[config.mk]
export PLATFORM = sky130hd
export DESIGN_NAME = sorted_set_merge_op
export DESIGN_NICKNAME = d
export VERILOG_FILES = /design/src/sv/ssm_pkg.sv /design/src/sv/sorted_set_merge_op.sv /design/src/sv/ssm_front.sv /design/src/sv/ssm_back.sv
export SDC_FILE = /design/constraint.sdc
export NUM_CORES = 2
export LEC_CHECK = 0
export ABC_AREA = 1
export BUFFER_PORTS_ARGS = -buffer_cell sky130_fd_sc_hd__buf_2
export CORE_ASPECT_RATIO = 1.5
export CORE_UTILIZATION = 30
export CTS_CLUSTER_SIZE = 24
export DETAILED_ROUTE_END_ITERATION = 10
export GPL_ROUTABILITY_DRIVEN = 0
export GPL_TIMING_DRIVEN = 0
export PLACE_DENSITY = 0.54
export SLEW_MARGIN = 25
export SYNTH_ARGS = -nofsm -noshare
export SYNTH_HDL_FRONTEND = slang
export SYNTH_SLANG_ARGS = --single-unit
[constraint.sdc]
create_clock -name clk -period 7.4 [get_ports clk]
set_input_delay 0.74 -clock clk [delete_from_list [all_inputs] [get_ports clk]]
set_output_delay 0.74 -clock clk [all_outputs]
set_load 0.005 [all_outputs]
[src/sv/ssm_pkg.sv]
// Shared types and constants for the sorted set merge block.
`default_nettype none
package ssm_pkg;

  localparam int ID_PORT_W      = 32;
  localparam int LIST_DEPTH_DEF = 32;
  localparam int ID_WIDTH_DEF   = 32;
  localparam int QUEUE_DEPTH    = 2;

  // func codes on the input port
  localparam logic [1:0] FUNC_PUSH_FIRST  = 2'd0;
  localparam logic [1:0] FUNC_PUSH_SECOND = 2'd1;
  localparam logic [1:0] FUNC_RUN         = 2'd2;

  // set_mask bits
  localparam logic [2:0] KEEP_FIRST  = 3'b001;
  localparam logic [2:0] KEEP_SECOND = 3'b010;
  localparam logic [2:0] KEEP_COMMON = 3'b100;
  localparam logic [2:0] MASK_RESET  = 3'b111;

  typedef enum logic [1:0] {
    OP_PUSH_FIRST,
    OP_PUSH_SECOND,
    OP_RUN
  } op_t;

  typedef enum logic [1:0] {
    S_IDLE,
    S_RUN,
    S_FLUSH
  } state_t;

  // head of the command queue as seen by the back end
  typedef struct packed {
    logic valid;
    op_t  op;
  } cmd_t;

endpackage
`default_nettype wire

[src/sv/sorted_set_merge_op.sv]
// Top level of the sorted set merge block: front end, command queue and back end.
//
//  channel | ports                                            | handshake
//  --------+--------------------------------------------------+---------------------------
//  input   | in_func, in_item_id                              | taken when start && !busy
//  result  | out_result_id, out_last, out_empty_res, out_overflow | out_valid, one cycle
//  config  | cfg_wdata (set_mask)                             | written when cfg_we
//
//  A push is done by the back end in S_IDLE; a run leaves the queue in S_IDLE, then
//  does its merge steps in S_RUN (between max(n1,n2) and n1+n2 steps) and its final item in S_FLUSH.
//  Items wait in a two-entry command queue; busy is high while it is full.
//  rst_n is synchronous: counts, flags and the queue are emptied, set_mask goes to 7.
//  Results leave on a one-cycle strobe and cannot be held off.
`default_nettype none
module sorted_set_merge_op #(
  parameter int LIST_DEPTH = ssm_pkg::LIST_DEPTH_DEF,
  parameter int ID_WIDTH   = ssm_pkg::ID_WIDTH_DEF
) (
  input  logic                           clk,
  input  logic                           rst_n,
  input  logic                           start,
  output logic                           busy,
  input  logic [1:0]                     in_func,
  input  logic [ssm_pkg::ID_PORT_W-1:0]  in_item_id,
  input  logic                           cfg_we,
  input  logic [2:0]                     cfg_wdata,
  output logic                           out_valid,
  output logic [ssm_pkg::ID_PORT_W-1:0]  out_result_id,
  output logic                           out_last,
  output logic                           out_empty_res,
  output logic                           out_overflow
);
  import ssm_pkg::*;

  // ids are held in the low bits that fit both ID_WIDTH and the port
  localparam int SW = (ID_WIDTH < ID_PORT_W) ? ID_WIDTH : ID_PORT_W;

  cmd_t          q_head;
  logic [SW-1:0] q_id;
  logic          q_pop;

  ssm_front #(
    .SW (SW)
  ) u_front (
    .clk        (clk),
    .rst_n      (rst_n),
    .start      (start),
    .busy       (busy),
    .in_func    (in_func),
    .in_item_id (in_item_id),
    .q_head     (q_head),
    .q_id       (q_id),
    .q_pop      (q_pop)
  );

  ssm_back #(
    .LIST_DEPTH (LIST_DEPTH),
    .SW         (SW)
  ) u_back (
    .clk           (clk),
    .rst_n         (rst_n),
    .cfg_we        (cfg_we),
    .cfg_wdata     (cfg_wdata),
    .q_head        (q_head),
    .q_id          (q_id),
    .q_pop         (q_pop),
    .out_valid     (out_valid),
    .out_result_id (out_result_id),
    .out_last      (out_last),
    .out_empty_res (out_empty_res),
    .out_overflow  (out_overflow)
  );

endmodule
`default_nettype wire

[src/sv/ssm_front.sv]
// Front end: accepts items, decodes func and queues commands for the back end.
`default_nettype none
module ssm_front #(
  parameter int SW = 32
) (
  input  logic                           clk,
  input  logic                           rst_n,
  input  logic                           start,
  output logic                           busy,
  input  logic [1:0]                     in_func,
  input  logic [ssm_pkg::ID_PORT_W-1:0]  in_item_id,
  output ssm_pkg::cmd_t                  q_head,
  output logic [SW-1:0]                  q_id,
  input  logic                           q_pop
);
  import ssm_pkg::*;

  localparam int QAW = (QUEUE_DEPTH > 1) ? $clog2(QUEUE_DEPTH) : 1;
  localparam int QCW = $clog2(QUEUE_DEPTH + 1);
  localparam logic [QCW-1:0] QFULL = QCW'(QUEUE_DEPTH);
  localparam logic [QAW-1:0] QLAST = QAW'(QUEUE_DEPTH - 1);

  op_t             op_q   [QUEUE_DEPTH];
  logic [SW-1:0]   id_q   [QUEUE_DEPTH];
  logic [QAW-1:0]  wr_ptr_r, wr_ptr_nxt;
  logic [QAW-1:0]  rd_ptr_r, rd_ptr_nxt;
  logic [QCW-1:0]  cnt_r, cnt_nxt;
  logic            acc;
  logic            push;
  logic            pop;
  op_t             dec_op;
  logic            dec_ok;

  assign busy = (cnt_r == QFULL);
  assign acc  = start && !busy;

  // func 3 is accepted and dropped
  always_comb begin
    dec_op = OP_RUN;
    dec_ok = 1'b1;
    case (in_func)
      FUNC_PUSH_FIRST:  dec_op = OP_PUSH_FIRST;
      FUNC_PUSH_SECOND: dec_op = OP_PUSH_SECOND;
      FUNC_RUN:         dec_op = OP_RUN;
      default:          dec_ok = 1'b0;
    endcase
  end

  assign push = acc && dec_ok;
  assign pop  = q_pop && (cnt_r != '0);

  always_comb begin
    wr_ptr_nxt = wr_ptr_r;
    rd_ptr_nxt = rd_ptr_r;
    cnt_nxt    = cnt_r;
    if (push) begin
      wr_ptr_nxt = (wr_ptr_r == QLAST) ? '0 : wr_ptr_r + 1'b1;
    end
    if (pop) begin
      rd_ptr_nxt = (rd_ptr_r == QLAST) ? '0 : rd_ptr_r + 1'b1;
    end
    if (push && !pop) begin
      cnt_nxt = cnt_r + 1'b1;
    end else if (pop && !push) begin
      cnt_nxt = cnt_r - 1'b1;
    end
  end

  always_ff @(posedge clk) begin
    if (!rst_n) begin
      wr_ptr_r <= '0;
      rd_ptr_r <= '0;
      cnt_r    <= '0;
    end else begin
      wr_ptr_r <= wr_ptr_nxt;
      rd_ptr_r <= rd_ptr_nxt;
      cnt_r    <= cnt_nxt;
    end
  end

  always_ff @(posedge clk) begin
    if (push) begin
      op_q[wr_ptr_r] <= dec_op;
      id_q[wr_ptr_r] <= in_item_id[SW-1:0];
    end
  end

  assign q_head.valid = (cnt_r != '0);
  assign q_head.op    = op_q[rd_ptr_r];
  assign q_id         = id_q[rd_ptr_r];

  a_cnt_bound: assert property (@(posedge clk) disable iff (!rst_n)
    cnt_r <= QFULL)
    else $error("queue count beyond depth");

  a_no_push_full: assert property (@(posedge clk) disable iff (!rst_n)
    (cnt_r == QFULL) && !q_pop |=> cnt_r == QFULL)
    else $error("queue lost an entry while full");

  a_ptr_gap: assert property (@(posedge clk) disable iff (!rst_n)
    (cnt_r == '0) |-> (wr_ptr_r == rd_ptr_r))
    else $error("empty queue with pointers apart");

endmodule
`default_nettype wire

[src/sv/ssm_back.sv]
// Back end: list stores, counts, mask register and the merge sequencer.
`default_nettype none
module ssm_back #(
  parameter int LIST_DEPTH = 32,
  parameter int SW         = 32
) (
  input  logic                           clk,
  input  logic                           rst_n,
  input  logic                           cfg_we,
  input  logic [2:0]                     cfg_wdata,
  input  ssm_pkg::cmd_t                  q_head,
  input  logic [SW-1:0]                  q_id,
  output logic                           q_pop,
  output logic                           out_valid,
  output logic [ssm_pkg::ID_PORT_W-1:0]  out_result_id,
  output logic                           out_last,
  output logic                           out_empty_res,
  output logic                           out_overflow
);
  import ssm_pkg::*;

  localparam int AW = (LIST_DEPTH > 1) ? $clog2(LIST_DEPTH) : 1;
  localparam int CW = $clog2(LIST_DEPTH + 1);
  localparam logic [CW-1:0] DEPTH_C = CW'(LIST_DEPTH);

  logic [SW-1:0] mem1 [LIST_DEPTH];
  logic [SW-1:0] mem2 [LIST_DEPTH];

  state_t        st_r, st_nxt;
  logic [CW-1:0] c1_r, c1_nxt, c2_r, c2_nxt;
  logic [CW-1:0] i1_r, i1_nxt, i2_r, i2_nxt;
  logic [SW-1:0] rd1_r, rd2_r;
  logic [2:0]    mask_r;
  logic          drop_r, drop_nxt;
  logic          pend_v_r, pend_v_nxt;
  logic [SW-1:0] pend_id_r, pend_id_nxt;
  logic          out_v_r, out_v_nxt;
  logic [SW-1:0] out_id_r, out_id_nxt;
  logic          out_last_r, out_last_nxt;
  logic          out_empty_r, out_empty_nxt;
  logic          out_ovf_r;
  logic          wr1, wr2;
  logic          has1, has2, take1, take2, keep;
  logic [SW-1:0] val;

  // one merge step on the current heads
  always_comb begin
    has1  = (i1_r < c1_r);
    has2  = (i2_r < c2_r);
    take1 = 1'b0;
    take2 = 1'b0;
    keep  = 1'b0;
    val   = rd1_r;
    if (!has1) begin
      take2 = has2;
      keep  = has2 && ((mask_r & KEEP_SECOND) != '0);
      val   = rd2_r;
    end else if (!has2) begin
      take1 = 1'b1;
      keep  = (mask_r & KEEP_FIRST) != '0;
    end else if (rd1_r < rd2_r) begin
      take1 = 1'b1;
      keep  = (mask_r & KEEP_FIRST) != '0;
    end else if (rd2_r < rd1_r) begin
      take2 = 1'b1;
      keep  = (mask_r & KEEP_SECOND) != '0;
      val   = rd2_r;
    end else begin
      take1 = 1'b1;
      take2 = 1'b1;
      keep  = (mask_r & KEEP_COMMON) != '0;
    end
  end

  // a kept id is held back one step so that the final one can carry last
  always_comb begin
    st_nxt        = st_r;
    c1_nxt        = c1_r;
    c2_nxt        = c2_r;
    i1_nxt        = i1_r;
    i2_nxt        = i2_r;
    drop_nxt      = drop_r;
    pend_v_nxt    = pend_v_r;
    pend_id_nxt   = pend_id_r;
    out_v_nxt     = 1'b0;
    out_id_nxt    = pend_id_r;
    out_last_nxt  = 1'b0;
    out_empty_nxt = 1'b0;
    q_pop         = 1'b0;
    wr1           = 1'b0;
    wr2           = 1'b0;
    case (st_r)
      S_IDLE: begin
        i1_nxt = '0;
        i2_nxt = '0;
        if (q_head.valid) begin
          q_pop = 1'b1;
          case (q_head.op)
            OP_PUSH_FIRST: begin
              if (c1_r < DEPTH_C) begin
                wr1    = 1'b1;
                c1_nxt = c1_r + 1'b1;
              end else begin
                drop_nxt = 1'b1;
              end
            end
            OP_PUSH_SECOND: begin
              if (c2_r < DEPTH_C) begin
                wr2    = 1'b1;
                c2_nxt = c2_r + 1'b1;
              end else begin
                drop_nxt = 1'b1;
              end
            end
            OP_RUN: begin
              pend_v_nxt = 1'b0;
              st_nxt     = ((c1_r == '0) && (c2_r == '0)) ? S_FLUSH : S_RUN;
            end
            default: ;
          endcase
        end
      end
      S_RUN: begin
        i1_nxt = i1_r + CW'(take1);
        i2_nxt = i2_r + CW'(take2);
        if (keep) begin
          out_v_nxt   = pend_v_r;
          pend_v_nxt  = 1'b1;
          pend_id_nxt = val;
        end
        if ((i1_nxt >= c1_r) && (i2_nxt >= c2_r)) begin
          st_nxt = S_FLUSH;
        end
      end
      S_FLUSH: begin
        out_v_nxt    = 1'b1;
        out_last_nxt = 1'b1;
        if (!pend_v_r) begin
          out_id_nxt    = '0;
          out_empty_nxt = 1'b1;
        end
        c1_nxt   = '0;
        c2_nxt   = '0;
        drop_nxt = 1'b0;
        st_nxt   = S_IDLE;
      end
      default: st_nxt = S_IDLE;
    endcase
  end

  always_ff @(posedge clk) begin
    if (!rst_n) begin
      st_r <= S_IDLE;
    end else begin
      st_r <= st_nxt;
    end
  end

  always_ff @(posedge clk) begin
    if (!rst_n) begin
      c1_r       <= '0;
      c2_r       <= '0;
      i1_r       <= '0;
      i2_r       <= '0;
      drop_r     <= 1'b0;
      pend_v_r   <= 1'b0;
      mask_r     <= MASK_RESET;
      out_v_r    <= 1'b0;
      out_last_r <= 1'b0;
      out_empty_r <= 1'b0;
    end else begin
      c1_r       <= c1_nxt;
      c2_r       <= c2_nxt;
      i1_r       <= i1_nxt;
      i2_r       <= i2_nxt;
      drop_r     <= drop_nxt;
      pend_v_r   <= pend_v_nxt;
      out_v_r    <= out_v_nxt;
      out_last_r <= out_last_nxt;
      out_empty_r <= out_empty_nxt;
      if (cfg_we) begin
        mask_r <= cfg_wdata;
      end
    end
  end

  always_ff @(posedge clk) begin
    pend_id_r <= pend_id_nxt;
    out_id_r  <= out_id_nxt;
    out_ovf_r <= drop_r;
  end

  // heads are registered from the next indices, so they line up with i1_r and i2_r
  always_ff @(posedge clk) begin
    if (wr1) begin
      mem1[c1_r[AW-1:0]] <= q_id;
    end
    rd1_r <= mem1[i1_nxt[AW-1:0]];
  end

  always_ff @(posedge clk) begin
    if (wr2) begin
      mem2[c2_r[AW-1:0]] <= q_id;
    end
    rd2_r <= mem2[i2_nxt[AW-1:0]];
  end

  assign out_valid     = out_v_r;
  assign out_result_id = ID_PORT_W'(out_id_r);
  assign out_last      = out_last_r;
  assign out_empty_res = out_empty_r;
  assign out_overflow  = out_ovf_r;

  a_last_clears: assert property (@(posedge clk) disable iff (!rst_n)
    out_v_r && out_last_r |-> (c1_r == '0) && (c2_r == '0) && !drop_r)
    else $error("stores not emptied with final item");

  a_empty_is_last: assert property (@(posedge clk) disable iff (!rst_n)
    out_v_r && out_empty_r |-> out_last_r)
    else $error("empty item without last");

  a_run_work: assert property (@(posedge clk) disable iff (!rst_n)
    st_r == S_RUN |-> (i1_r < c1_r) || (i2_r < c2_r))
    else $error("merge step with both lists exhausted");

  a_count_bound: assert property (@(posedge clk) disable iff (!rst_n)
    (c1_r <= DEPTH_C) && (c2_r <= DEPTH_C))
    else $error("list count beyond depth");

  a_no_pop_busy: assert property (@(posedge clk) disable iff (!rst_n)
    st_r != S_IDLE |-> !wr1 && !wr2)
    else $error("store written during a run");

endmodule
`default_nettype wire
==> results.json <==
{
  "setup_viol": 0,
  "synth_edf_count": 2148,
  "fp.dieH_um": 672,
  "min_path_type": "in -> reg",
  "leakage_nw": 34.0,
  "antenna_found_initial": 19,
  "rsz0062_at_grt": "false",
  "synth-main-ff-cell": "edfxtp_1",
  "cts_sinks": 2284,
  "post_drt_wl_per_cell_um": 27.3,
  "drtAntennaViolNets": 0,
  "num_vias": 56800,
  "h-tree-depth": 4,
  "ir_worst_vdd_mv": 0.216,
  "via_per_inst": 5.18,
  "numCtsBuffers": 223,
  "core_area_um2": 297000,
  "syn-num-nets": 6534,
  "clock_skew_ps": 89.5,
  "start_util_pct": 30.2,
  "drc": 0,
  "ys_ff_latch": 2284,
  "insertion_delay_ps": 920,
  "clock.fmax_ghz": 0.146,
  "status": "completed",
  "area_delta_synth_final_pct": 17.6,
  "mostFrequentLayoutCells": "2148 x edfxtp_1, 1108 x nor2_1, 541 x o21ai_0, 413 x nand2_1, 319 x mux2i_1",
  "worst_slew_pin_slew_ps": 1300,
  "worstPathArrival_ps": 7630,
  "groute.usage.overall_pct": 19.4,
  "post_cts_buffers": 0,
  "synthCells": 6423,
  "yosys.cell_types.count": 43,
  "startpoint_type": "flop",
  "dr.pass1.iters": 6,
  "port_buffers": 77,
  "grt_max_degree": 65,
  "worst_ep_required_time_ps": 8200,
  "slew_viol_final": 0,
  "initialDrtViolationCount": 6185,
  "layout_commonest_cell": "edfxtp_1",
  "synth_area_per_cell_um2": 14.0,
  "finalSetupTns_ps": 0,
  "syn_area_um2": 89700,
  "relSlewSlack_pct": 12.7,
  "ioPinCount": 78,
  "cp-end-kind": "flop",
  "cts-root-buf": "clkbuf_16",
  "async_flop_share_pct": 0,
  "clk_pin_slew_ps": 70,
  "cts_tree": "built",
  "grt_pass1_wl_mm": 416,
  "die-area_um2": 301000,
  "fin_crit_ps": 6830,
  "path_class": "reg -> reg",
  "clk_path_buf_depth": 4,
  "gr-total-overflow": 0,
  "first_global_vias": 56100,
  "power.density_nw_per_um2": 307,
  "fp-row-count": 245,
  "finalCritPeriodShare_pct": 92.3,
  "crit_fanout": 10,
  "final_nets": 6942,
  "hold_buffers": 0,
  "fin_total_pwr_mw": 32.4,
  "yosysWarnings": 0,
  "ys_seq_area_share_pct": 75.0,
  "cap_violations": 0,
  "hpwlAfterDp_mm": 215,
  "hold_viol": 0,
  "drt_wl_total_mm": 300,
  "die_x_um": 448,
  "drive_above_1_share_pct": 12.0,
  "post_cts_resized": 0
}
-- cells in the mapped netlist, types with 3 or more instances --
master / number / area [µm²]
nor3_1: 4 / 20.0
a21oi_1: 43 / 215
inv_2: 7 / 26.3
nand3_1: 88 / 440
o221ai_1: 191 / 1670
dfxtp_1: 136 / 2720
edfxtp_1: 2148 / 64500
buf_2: 162 / 811
o21ai_1: 280 / 1400
clkinv_1: 3 / 11.3
o211ai_1: 67 / 503
a21o_1: 3 / 22.5
xor2_1: 6 / 52.6
nor3b_1: 3 / 22.5
ha_1: 70 / 876
nand4_1: 7 / 43.8
buf_4: 46 / 345
nor2_1: 1175 / 4410
inv_1: 128 / 480
nand2_1: 445 / 1670
nand2_2: 3 / 18.8
clkbuf_1: 180 / 676
o21ai_0: 541 / 2710
buf_1: 20 / 75.1
o22ai_1: 128 / 801
o32ai_1: 193 / 1690
mux2i_1: 319 / 3190
buf_6: 6 / 67.6
-- flip-flops by register name, summed over array words and instances, names as in the netlist, 2 cells and up, named ones only --
register	count
u_back.c1_r	6
u_back.c2_r	6
u_back.i1_r	6
u_back.i2_r	6
u_back.mask_r	3
u_back.mem1	1024
u_back.mem2	1024
u_back.out_result_id	32
u_back.pend_id_r	32
u_back.rd1_r	32
u_back.rd2_r	32
u_back.st_r	2
u_front.cnt_r	2
u_front.id_q	64
u_front.op_q	4
-- per-stage QoR --
stage / hold WS, ps / utilization (%) / cell area, µm² / instances / worst slack (ps)
global route: 38.5 / 35.5 / 105000 / 11000 / 427
finish: 68.8 / 35.5 / 105000 / 11000 / 567
global placement: 345 / 32.0 / 95000 / 10500 / 510
floorplan: 331 / - / 89700 / 6423 / 3830
CTS: 13.6 / 35.5 / 105000 / 11000 / 744
detailed placement: 339 / 33.1 / 98300 / 10600 / 760
-- cell families (layout without fill, tap and decap cells) --
family | after synthesis | after routing | synth area share [%]
and+or+nand+nor | 1731 | 1731 | 7.45
adders and majority gates | 70 | 70 | 0.977
AOI/OAI and AO/OA | 1457 | 1457 | 10.2
other | 0 | 13 | 0
xor gates and xnor gates | 8 | 8 | 0.0781
buffers and inverters | 554 | 1136 | 2.80
DFF | 2284 | 2284 | 75.0
muxes | 319 | 319 | 3.56
-- cell type report --
cell class / instances / area [µm²]
plain buffers: 416 / 1990
inverters: 138 / 518
clock buffers: 290 / 6100
fillers: 28400 / 192000
diodes: 13 / 32.5
clock inverters: 109 / 1010
repair buffers: 183 / 2910
well taps: 3952 / 4940
multi-input cells: 3585 / 20700
flip-flops and latches: 2284 / 67200
-- critical path, stage by stage, from the launching register on --
cell and delay [ps]:
dfxtp_1 480, inv_1 240, ha_1 350, nand2_1 90, inv_1 40, a221oi_1 770
nand2_1 260, inv_2 240, clkbuf_1 470, ha_1 270, ha_1 290, a22oi_4 480
buf_2 580, buf_2 340, o21ai_0 120, o32ai_1 260, o21ai_1 110, o21ai_1 1010
nand2_1 130, nand2_1 180
-- report_power, final --
group	internal [mW]	switching (mW)
sequential	15.7	0.114
combinational	1.07	4.20
clock	6.38	4.93
total	23.2	9.24
-- final timing paths --
check                  from                  end  slack [ps]  depth (start not counted)
max          u_back.c1_r[5]     u_back.rd1_r[20]         570                         19
min          in_item_id[11]  u_front.id_q[1][11]          70                          1
max reg2reg  u_back.c1_r[5]     u_back.rd1_r[20]         570                         19
min reg2reg   u_back.drop_r  u_back.out_overflow         360                          0
-- layer usage --
layer  vias up  routed length, µm  GRT usage [%]  part of all wire, %
li1      25000                  -              -                    -
met1     28800             107000           21.8                   36
met2      2348             151000           34.1                   50
met3       686              17700           2.34                  5.9
met4         6              24000           13.5                  8.0
met5         -                 41              0                0.014
Note: power is estimated with default switching activity, not from simulation.
